[config.mk]
export PLATFORM = sky130hd
export DESIGN_NAME = sqd_front
export DESIGN_NICKNAME = d
export VERILOG_FILES = /design/src/sqd_pkg.sv /design/src/sqd_front.sv
export SDC_FILE = /design/constraint.sdc
export NUM_CORES = 1
export LEC_CHECK = 0
export BUFFER_PORTS_ARGS = -buffer_cell sky130_fd_sc_hd__buf_2
export CELL_PAD_IN_SITES_DETAIL_PLACEMENT = 1
export CELL_PAD_IN_SITES_GLOBAL_PLACEMENT = 1
export CORE_ASPECT_RATIO = 1.4
export CORE_MARGIN = 4
export CORE_UTILIZATION = 11
export DETAILED_ROUTE_END_ITERATION = 7
export GPL_TIMING_DRIVEN = 1
export PLACE_DENSITY = 0.8
export RECOVER_POWER = 25
export SYNTH_ARGS = -nofsm -noshare
export SYNTH_HDL_FRONTEND = slang
export SYNTH_SLANG_ARGS = --single-unit
[constraint.sdc]
create_clock -name vclk -period 0.8
set_input_delay 0.04 -clock vclk [all_inputs]
set_output_delay 0.04 -clock vclk [all_outputs]
set_load 0.1 [all_outputs]
[src/sqd_pkg.sv]
// shared types, codes and helpers of the slack-aware queue dispatcher
package sqd_pkg;

	localparam int unsigned NUM_ENGINES       = 3;
	localparam int unsigned MODELS_DEFAULT    = 16;
	localparam int unsigned QUEUE_MAX_DEFAULT = 255;
	localparam int unsigned FIFO_DEPTH        = 2;

	localparam int unsigned TIME_W = 24;
	localparam logic [TIME_W-1:0] ONE_MS = 24'd256;

	// 9*avg + latency fits in 28 bits
	localparam int unsigned SUM_W       = 28;
	localparam int unsigned RECIP_W     = 29;
	localparam int unsigned RECIP_SHIFT = 32;
	// floor(2^32 / 10): the quotient comes out low by at most one
	localparam logic [RECIP_W-1:0] RECIP_TEN = 29'd429496729;
	localparam int unsigned QUO_W = SUM_W + RECIP_W - RECIP_SHIFT;

	localparam logic [1:0] CMD_DISPATCH = 2'd0;
	localparam logic [1:0] CMD_DEQUEUE  = 2'd1;
	localparam logic [1:0] CMD_REPORT   = 2'd2;

	localparam logic [1:0] ENG_CPU  = 2'd0;
	localparam logic [1:0] ENG_GPU  = 2'd1;
	localparam logic [1:0] ENG_DSP  = 2'd2;
	localparam logic [1:0] ENG_NONE = 2'd3;

	localparam logic [2:0] POL_CPU    = 3'd0;
	localparam logic [2:0] POL_GPU    = 3'd1;
	localparam logic [2:0] POL_DSP    = 3'd2;
	localparam logic [2:0] POL_RANDOM = 3'd3;
	localparam logic [2:0] POL_SHORT  = 3'd4;
	localparam logic [2:0] POL_SLACK  = 3'd5;

	typedef enum logic [1:0] {
		ST_OK        = 2'd0,
		ST_NO_ENGINE = 2'd1,
		ST_EMPTY     = 2'd2
	} status_t;

	typedef enum logic [2:0] {
		OP_NOP,
		OP_DISPATCH,
		OP_DEQUEUE,
		OP_REPORT,
		OP_REJECT
	} op_t;

	typedef struct packed {
		op_t               op;
		logic [3:0]        model_index;
		logic [2:0]        avail_mask;
		logic [TIME_W-1:0] slack_ms;
		logic [7:0]        random_value;
		logic [1:0]        engine;
		logic [TIME_W-1:0] latency_ms;
	} item_t;

	typedef struct packed {
		logic full;
		logic empty;
	} queue_flags_t;

	typedef enum logic [2:0] {
		BS_IDLE,
		BS_READ,
		BS_SLACK_MUL,
		BS_SLACK_CMP,
		BS_SUM,
		BS_MUL,
		BS_DIV,
		BS_DONE
	} back_state_t;

	// byte mod 3 by reciprocal: 171/512 is exact enough for 8-bit values
	function automatic logic [1:0] mod3(input logic [7:0] v);
		logic [15:0] p;
		logic [6:0]  q;
		logic [7:0]  r;
		p = 16'(v) * 16'd171;
		q = p[15:9];
		r = v - ((8'(q) << 1) + 8'(q));
		return r[1:0];
	endfunction

endpackage

[src/sqd_front.sv]
// front part: takes requests and sorts them into operation classes
module sqd_front (
	input  logic                        in_valid,
	output logic                        in_ready,
	input  logic [1:0]                  cmd,
	input  logic [3:0]                  model_index,
	input  logic [2:0]                  avail_mask,
	input  logic [sqd_pkg::TIME_W-1:0]  slack_ms,
	input  logic [7:0]                  random_value,
	input  logic [1:0]                  engine,
	input  logic [sqd_pkg::TIME_W-1:0]  latency_ms,
	input  sqd_pkg::queue_flags_t       flags,
	output logic                        push,
	output sqd_pkg::item_t              push_item
);
	import sqd_pkg::*;

	op_t op;

	// requests that change nothing and report no engine are marked as rejects here
	always_comb begin
		case (cmd)
			CMD_DISPATCH: op = (avail_mask == '0) ? OP_REJECT : OP_DISPATCH;
			CMD_DEQUEUE:  op = (engine == ENG_NONE) ? OP_REJECT : OP_DEQUEUE;
			CMD_REPORT:   op = (engine == ENG_NONE) ? OP_REJECT : OP_REPORT;
			default:      op = OP_NOP;
		endcase
	end

	assign in_ready = !flags.full;
	assign push     = in_valid && in_ready;

	assign push_item.op           = op;
	assign push_item.model_index  = model_index;
	assign push_item.avail_mask   = avail_mask;
	assign push_item.slack_ms     = slack_ms;
	assign push_item.random_value = random_value;
	assign push_item.engine       = engine;
	assign push_item.latency_ms   = latency_ms;

endmodule

==> impl_metrics.tcl <==
set metrics [dict create \
    status "finished, violations left" \
    violations "negative setup slack" \
    min-delay-path-class "in -> out" \
    ys_top_cells_by_count "buf_4, nor4_1" \
    pin_count 140 \
    die_h_um 91.9 \
    power_frac_clock_pct 0 \
    maxSlewViolCount 0 \
    synth_most_common_cell "buf_4" \
    slew_headroom_pct 80.7 \
    p_int_uw 222 \
    viasPerCell 2.96 \
    start_util_pct 11.4 \
    placed_area_um2 498 \
    yosysTopAreaCell "buf_4" \
    p_switching_uw 331 \
    setup_viol 2 \
    core_um2 4840 \
    final_cells 101 \
    fin_crit_ns 0.922 \
    synthTopCellsByArea "buf_4, nor4_1, a311oi_1" \
    final_area_um2 608 \
    dieArea_um2 6240 \
    routabilityCongestion 0.527 \
    clock.fmax_mhz 1080 \
    maxCapViolCount 0 \
    ant_nets 0 \
    final-seq-area_um2 0 \
    synth_area_um2 553 \
    worst_slew_pin_slew_ns 0.290 \
    p_seq_share_pct 0 \
    setup_slack_ns -0.122 \
    drive_above_1_share_pct 94.6 \
    synth.top_cell.area_share_pct 88.2 \
    clkbuf_count 0 \
    fillers 545 \
    first_iter_violations 3 \
    syn_nets 145 \
    portBuffers 19 \
    fin_crit_sh_pct 115 \
    postSynthAreaPerCell_um2 7.37 \
    endpoint_kind "output port" \
    yosysSeqAreaShare_pct 0 \
    swShare_pct 59.9 \
    antenna_found_initial 0 \
    place_inst 101 \
    combinationalPowerShare_pct 100.0 \
    detail_route.first_pass.iterations 2 \
    routed-via-count 299 \
    finalWirelength_mm 1.35 \
    critPathRequiredTime_ns 0.76 \
    overflow 0 \
    netlist_instances 75 \
    yosys_warnings 0 \
    grt_pass1_wl_mm 1.61 \
    design.seq.count 0 \
    fin_nets 109 \
    wl_per_cell_um 13.3 \
    rows 30 \
    start_kind "primary input" \
    power_density_nw_per_um2 909 \
    hold_slack_ns 0.0800 \
    critPathMaxFanout 2 \
    grt_pass1_vias 312 \
    crit_arrival_ns 0.88 \
    hold_viol 0 \
    p_leak_uw 0.000226 \
    antenna_cells 0 \
    setup.worst_path.class "in -> out" \
    place_hpwl_um 938 \
    drc 0 \
    multi_input_area_um2 164 \
    cts_post_setup_buffers_inserted 0 \
    rsz0062_at_grt "yes" \
    syn_to_final_growth_pct 9.95 \
    die_w_um 67.9 \
    track_usage_pct 3.39 \
    grt_max_degree 6 \
    synth_cell_types 10 \
    ir_worst_vdd_v 0.000165 \
]
[power by group through the flow]
stage	Sequential (uW)	Clock (uW)	Combinational (uW)
detailed placement	0	0	491
finish	0	0	553
CTS	0	0	540
floorplan	0	0	1700
global placement	0	0	486
global route	0	0	567
[logic make-up (layout without fill, tap and decap cells)]
logic type / Yosys count / in the layout / synth area share, %
AOI/OAI and AO/OA: 4 / 4 / 4.52
xor gates and xnor gates: 1 / 1 / 1.58
buffers and inverters: 66 / 28 / 88.9
and+or+nand+nor: 4 / 4 / 4.98
[placed cells by master, fill, tap and decap left out]
cell type,count
buf_12,11
nand4b_1,1
nor4_4,2
buf_8,2
buf_4,6
nor2b_4,1
xnor2_4,1
buf_2,4
buf_6,4
a21oi_4,1
a31oi_2,1
o21ai_4,1
inv_1,1
a311oi_4,1
[per-stage QoR]
stage	setup TNS (ns)	total power [uW]	utilization [%]	worst slack (ns)
6_report	-0.179	553	12.6	-0.122
5_1_grt	-0.231	567	12.6	-0.146
4_1_cts	-0.232	540	12.0	-0.141
3_5_place_dp	-0.401	491	10.3	-0.192
3_3_place_gp	-0.239	486	10.3	-0.0991
2_1_floorplan	-0.428	1700	-	-0.246
[area by class of cell]
type                            instances  area share, %
Inverter                                1          0.617
Tap cell                               64           13.2
Timing Repair Buffer                   27           59.3
Multi-Input combinational cell          9           27.0
[layer usage]
layer / up-vias / track usage, % / wire length, um
met3: 46 / 0.735 / 276
met2: 33 / 5.47 / 554
met1: 122 / 1.32 / 231
li1: 98 / - / -
met5: - / 0 / 0
met4: 0 / 7.96 / 284
[worst paths after layout]
kind	startpoint	end	slack, ns	cells after the start
max	cmd[0]	push_item[67]	-0.12	5
min	latency_ms[14]	push_item[14]	0.08	0
[what timing repair did]
action	in CTS	in global routing
hold buffers	0	0
setup endpoints to repair	3	3
resized for setup	18	5
pin swaps	3	2
[critical path, stage by stage]
cell and delay, ns:
buf_8 0.10, nor4_4 0.30, a31oi_2 0.08, o21ai_4 0.17, buf_12 0.19
Note: power is estimated with default switching activity, not from simulation.
