==> src/sqd_pkg.sv <==
// shared types, codes and helpers of the slack-aware queue dispatcher
package sqd_pkg;

	localparam int unsigned NUM_ENGINES       = 3;
	localparam int unsigned MODELS_DEFAULT    = 16;
	localparam int unsigned QUEUE_MAX_DEFAULT = 255;
	localparam int unsigned FIFO_DEPTH        = 2;

	localparam int unsigned TIME_W = 24;
	localparam logic [TIME_W-1:0] ONE_MS = 24'd256;

	// 9*avg + latency fits in 28 bits
	localparam int unsigned SUM_W       = 28;
	localparam int unsigned RECIP_W     = 29;
	localparam int unsigned RECIP_SHIFT = 32;
	// floor(2^32 / 10): the quotient comes out low by at most one
	localparam logic [RECIP_W-1:0] RECIP_TEN = 29'd429496729;
	localparam int unsigned QUO_W = SUM_W + RECIP_W - RECIP_SHIFT;

	localparam logic [1:0] CMD_DISPATCH = 2'd0;
	localparam logic [1:0] CMD_DEQUEUE  = 2'd1;
	localparam logic [1:0] CMD_REPORT   = 2'd2;

	localparam logic [1:0] ENG_CPU  = 2'd0;
	localparam logic [1:0] ENG_GPU  = 2'd1;
	localparam logic [1:0] ENG_DSP  = 2'd2;
	localparam logic [1:0] ENG_NONE = 2'd3;

	localparam logic [2:0] POL_CPU    = 3'd0;
	localparam logic [2:0] POL_GPU    = 3'd1;
	localparam logic [2:0] POL_DSP    = 3'd2;
	localparam logic [2:0] POL_RANDOM = 3'd3;
	localparam logic [2:0] POL_SHORT  = 3'd4;
	localparam logic [2:0] POL_SLACK  = 3'd5;

	typedef enum logic [1:0] {
		ST_OK        = 2'd0,
		ST_NO_ENGINE = 2'd1,
		ST_EMPTY     = 2'd2
	} status_t;

	typedef enum logic [2:0] {
		OP_NOP,
		OP_DISPATCH,
		OP_DEQUEUE,
		OP_REPORT,
		OP_REJECT
	} op_t;

	typedef struct packed {
		op_t               op;
		logic [3:0]        model_index;
		logic [2:0]        avail_mask;
		logic [TIME_W-1:0] slack_ms;
		logic [7:0]        random_value;
		logic [1:0]        engine;
		logic [TIME_W-1:0] latency_ms;
	} item_t;

	typedef struct packed {
		logic full;
		logic empty;
	} queue_flags_t;

	typedef enum logic [2:0] {
		BS_IDLE,
		BS_READ,
		BS_SLACK_MUL,
		BS_SLACK_CMP,
		BS_SUM,
		BS_MUL,
		BS_DIV,
		BS_DONE
	} back_state_t;

	// byte mod 3 by reciprocal: 171/512 is exact enough for 8-bit values
	function automatic logic [1:0] mod3(input logic [7:0] v);
		logic [15:0] p;
		logic [6:0]  q;
		logic [7:0]  r;
		p = 16'(v) * 16'd171;
		q = p[15:9];
		r = v - ((8'(q) << 1) + 8'(q));
		return r[1:0];
	endfunction

endpackage

==> src/sqd_queue.sv <==
// short request queue between the front and back parts
module sqd_queue (
	input  logic                 clk,
	input  logic                 arst_n,
	input  logic                 push,
	input  sqd_pkg::item_t       push_item,
	input  logic                 pop,
	output sqd_pkg::item_t       head,
	output sqd_pkg::queue_flags_t flags
);
	import sqd_pkg::*;

	localparam int unsigned PTR_W = (FIFO_DEPTH > 1) ? $clog2(FIFO_DEPTH) : 1;
	localparam int unsigned CNT_W = $clog2(FIFO_DEPTH + 1);

	item_t            entries_q [FIFO_DEPTH];
	logic [PTR_W-1:0] wr_ptr_q;
	logic [PTR_W-1:0] rd_ptr_q;
	logic [CNT_W-1:0] count_q;

	function automatic logic [PTR_W-1:0] next_ptr(input logic [PTR_W-1:0] p);
		return (p == PTR_W'(FIFO_DEPTH - 1)) ? '0 : p + 1'b1;
	endfunction

	assign flags.full  = (count_q == CNT_W'(FIFO_DEPTH));
	assign flags.empty = (count_q == '0);
	assign head        = entries_q[rd_ptr_q];

	always_ff @(posedge clk or negedge arst_n) begin
		if (!arst_n) begin
			wr_ptr_q <= '0;
			rd_ptr_q <= '0;
			count_q  <= '0;
		end else begin
			if (push)
				wr_ptr_q <= next_ptr(wr_ptr_q);
			if (pop)
				rd_ptr_q <= next_ptr(rd_ptr_q);
			if (push && !pop)
				count_q <= count_q + 1'b1;
			else if (pop && !push)
				count_q <= count_q - 1'b1;
		end
	end

	always_ff @(posedge clk) begin
		if (push)
			entries_q[wr_ptr_q] <= push_item;
	end

endmodule

==> config.mk <==
export PLATFORM = sky130hd
export DESIGN_NAME = sqd_queue
export DESIGN_NICKNAME = d
export VERILOG_FILES = /design/src/sqd_pkg.sv /design/src/sqd_queue.sv
export SDC_FILE = /design/constraint.sdc
export NUM_CORES = 1
export LEC_CHECK = 0
export ABC_AREA = 1
export BUFFER_PORTS_ARGS = -buffer_cell sky130_fd_sc_hd__buf_2
export CAP_MARGIN = 20
export CORE_MARGIN = 5
export CORE_UTILIZATION = 35
export DETAILED_ROUTE_END_ITERATION = 12
export GPL_TIMING_DRIVEN = 1
export SLEW_MARGIN = 20
export SYNTH_ARGS = -nofsm -noshare
export SYNTH_HDL_FRONTEND = slang
export SYNTH_SLANG_ARGS = --single-unit
==> constraint.sdc <==
create_clock -name clk -period 4.25 [get_ports clk]
set_input_delay 0.6375 -clock clk [delete_from_list [all_inputs] [get_ports clk]]
set_output_delay 0.6375 -clock clk [all_outputs]
set_load 0.01 [all_outputs]
==> flow_results.org <==
** Timing
- Setup violations remaining at the end of the flow were counted as 0.
- Number of pins exceeding their max-slew limit in the final report :: 0
- After routing, the total negative slack on setup checks comes to 0 ns.
- Crit path time final :: roughly 2.7 ns
- Across all hold checks on the routed design, the worst slack comes to roughly 0.027 ns.
- Slew @ Worst Pin :: 1.003 ns
- Headroom to the max-slew limit came out at 33.10%.
- Across the routed clock network, the largest skew measured is 0.005541 ns.
- Share of the clock period used by the worst path after layout :: between 60% and 70%
- Setup repair after global routing missed its margin :: false
- Based on the critical path, the design can be clocked at up to 0.3658 GHz.
- PnR worst setup slack :: 1.517 ns
- Final Hold Fails :: 0

** Layout
- After the flow finishes, the layout carries non-filler instances totaling 590.
- Fill cell total of the finished layout :: between 1000 and 1500
- For this run, the post-layout net count is 466.
- Measured on the finished design, the core utilization comes to 46.02%.
- The library cell used most frequently in the layout, excluding fill and tap cells, is sky130_fd_sc_hd__buf_2.
- Post-Layout Inst Area :: between 6000 and 7000 um^2
- In the final layout, the share of cells above drive strength 1 is between 50% and 60%.
- The area growth from synthesis to layout is 29.24%.
- Commonest cells after routing, fill and taps aside :: sky130_fd_sc_hd__buf_2 (141), sky130_fd_sc_hd__edfxtp_1 (136), sky130_fd_sc_hd__mux2_2 (58)
- Total inserted antenna cells :: 0
- Summing all multi-input logic gate instances after layout gives roughly 900 um^2.
- The sequential cells in the finished layout cover a total of between 4000 and 5000 um^2.

** Clock network
- Clock sink count :: 140
- Number of clock buffers inserted by TritonCTS :: 17
- Number of H-tree levels :: 4
- Insertion delay of the later-clocked pin in the worst-skew pair :: 0.41 ns
- After clock tree synthesis, the flow added hold-fix buffers numbering 0.
- Clock tree from TritonCTS :: built
- Number of gates given a new drive strength after cts :: 0
- In this run the deepest clock path goes through 2 buffers.
- CTS clock-pin slew for the worst setup and hold paths :: ~0.060 ns
- In this run the post-CTS setup repair buffer count came out at 0.
- Root buffer cell :: sky130_fd_sc_hd__clkbuf_16

** Critical path
- In this run the critical register-to-register path is launched from wr_ptr_q.
- STA puts the critical path data arrival time at 2.10 ns.
- Grouping stages by cell kind, the critical path spends the most delay in flip-flops.
- CP max FO :: 69
- Capturing point of the worst reg2reg path :: entries_q[0][45]
- Together, buffers and inverters on the worst path number 1.
- CP Cell Sequence :: mux2_2, buf_2
- The critical path is of the reg -> out type.
- Worst Reg2Reg Path Length in Cells :: 2
- Worst setup startpoint :: rd_ptr_q
- The worst register-to-register path has a setup slack of about 2.9 ns.
- CP startpoint kind :: flop
- The worst setup path is captured at an output port.
- Cell at the slowest stage of the critical path :: sky130_fd_sc_hd__dfrtp_4
- At the worst endpoint, the required time is around 3.6 ns.
- Slowest cell delay on critical path :: about 1.1 ns

** Logic synthesis
- Summed over all instances, the cell type with the most area after synthesis is sky130_fd_sc_hd__edfxtp_1.
- Counting distinct cell types in the post-synthesis netlist gives 15.
- Number of nets produced by synthesis :: between 300 and 400
- The synthesized design devotes to its leading area cell type 79.20% of total area.
- Summing every instance area after synthesis gives slightly above 5000 um^2.
- The Yosys step of the flow raised 0 warnings.
- Top post-synthesis cells by area :: sky130_fd_sc_hd__edfxtp_1 (79%), sky130_fd_sc_hd__mux2_2 (13%), sky130_fd_sc_hd__mux2_4 (2.9%), sky130_fd_sc_hd__dfrtp_1 (1.9%), sky130_fd_sc_hd__inv_1 (0.51%)
- Post-synthesis average cell area :: 21.76 um^2
- Post-Synthesis Cells :: ~240
- Proportion of synthesized chip area in sequential cells :: 81.15%
- After synthesis the netlist holds a flip-flop and latch count of 140.

** GRT
- Combined global-route utilization of all metal layers :: a little over a tenth
- The first global-routing pass estimated ~15000 um of wire.
- The number of antenna violations at the first check in global routing came to 0.
- Grt ovf :: 0
- Maximum number of pins on one net before global-route repair :: 70
- The number of global-route vias before repair came to a little under 3000.

** Detailed routing
- The detailed router finished its first iteration with between 100 and 150 violations.
- Number of vias per cell after detailed routing :: 4.493
- First drt pass iteration count :: 4
- Summing over every cut layer, the via total after detailed routing is ~2700.
- Wires add up to between 9000 and 10000 um.
- Final routed DRC violation total :: 0
- After detailed routing, the average wire length per cell comes to 16.19 um.
- The count of nets left with antenna violations once routing finished came out at 0.

** Power and ir drop
- Sequential power share :: between 40% and 50%
- Leakage power total :: roughly 2.6 nW
- Combinational fraction of design power :: between 20% and 30%
- Net switching is approximately 27% of the power.
- Overall power consumption after layout is estimated at between 4 and 5 mW.
- Cell internal pwr :: 3.323 mW
- Power density relative to cell area :: 683.1 nW/um^2
- Worst VDD drop :: between 0.0003 and 0.0004 V
- Switching pwr :: 1.230 mW
- Relative contribution of the clock network to total power :: a little under a third

** Place
- Count of port buffers added during placement :: about 140
- Once detailed placement completed, the half-perimeter wirelength came to between 6000 and 7000 um.
- Including well taps, the total number of placed cells is 557.
- Once placement finished, the instance area stood at roughly 6100 um^2.
- The congestion estimate from routability-driven global placement came to roughly 0.69.
- Worst slack at placement :: between 1.5 and 2 ns

** Floorplanning
- The initial utilization of the core area, before any placement, comes to 35.61%.
- Die X-Extent :: ~130 um
- The initialized floorplan defines 44 standard-cell rows.
- Full die area :: between 15000 and 20000 um^2
- Number of primary I/O pins :: 142
- The core region is 14480 um^2.
- DIE HEIGHT :: between 100 and 150 um

** Status
- Status :: finished, final reports clean

** Flow run
- Max-cap violations in this run came to 0.

** Hold path
- The tightest min-delay check is of the in -> async type.
kinds of logic (layout without fill, tap and decap cells):
logic type                 after synthesis  count (layout)  synth area share, %
xor gates and xnor gates                 3               3               0.5097
adders and majority gates                1               1               0.2426
buffers and inverters                   15             184                1.723
DFF                                    140             140                81.15
muxes                                   68              68                15.58
and+or+nand+nor                         10              10               0.8008
registers in the layout, indices dropped and copies added (netlist names):
| name | flops |
|---|---|
| rd_ptr_q | 1 |
| wr_ptr_q | 1 |
| entries_q | 136 |
| count_q | 2 |
power by group through the flow:
| stage | Combinational, mW | Clock [mW] | Sequential [mW] |
|---|---|---|---|
| after floorplan | 0.818 | 0 | 1.93 |
| after global placement | 1.10 | 0 | 2.06 |
| after detailed placement | 1.10 | 0 | 2.08 |
| after CTS | 1.11 | 1.47 | 2.05 |
| after global routing | 1.18 | 1.52 | 2.07 |
| final | 1.09 | 1.43 | 2.04 |
synth_stat cells:
cell type	count
sky130_fd_sc_hd__nand4_1	1
sky130_fd_sc_hd__mux2_2	58
sky130_fd_sc_hd__ha_1	1
sky130_fd_sc_hd__buf_6	2
sky130_fd_sc_hd__dfrtp_1	4
sky130_fd_sc_hd__mux2_4	10
sky130_fd_sc_hd__edfxtp_1	136
sky130_fd_sc_hd__nor2_1	3
sky130_fd_sc_hd__nand2_1	5
sky130_fd_sc_hd__buf_2	5
sky130_fd_sc_hd__xnor2_1	1
sky130_fd_sc_hd__inv_1	7
sky130_fd_sc_hd__buf_8	1
sky130_fd_sc_hd__xor2_1	2
sky130_fd_sc_hd__nand3_1	1
how the worst max path moves through the flow:
stage / slack [ns] / cells past startpoint / endpoint
floorplan: 0.23 / 2 / entries_q[0][0]
global placement: 1.89 / 4 / entries_q[0][42]
detailed placement: 1.88 / 4 / entries_q[0][43]
CTS: 1.45 / 2 / head[65]
global route: 1.41 / 2 / head[12]
finish: 1.52 / 2 / head[65]
per-layer routing:
metal  global-route usage, %  vias up  part of all wire, %
li1                        -     1239                    -
met1                   12.15     1299                   42
met4                   4.800        0                  1.9
met3                   4.969       16                  7.2
met2                   18.20       97                   49
met5                       0        -                    0
cell type report:
| class | instances | share of cell area [%] |
|---|---|---|
| clock buffers | 23 | 6.722 |
| inverters | 7 | 0.3943 |
| well taps | 184 | 3.455 |
| multi-input cells | 82 | 13.37 |
| flip-flops and latches | 140 | 62.84 |
| clock inverters | 9 | 1.802 |
| repair buffers | 145 | 11.42 |
Note: power is estimated with default switching activity, not from simulation.
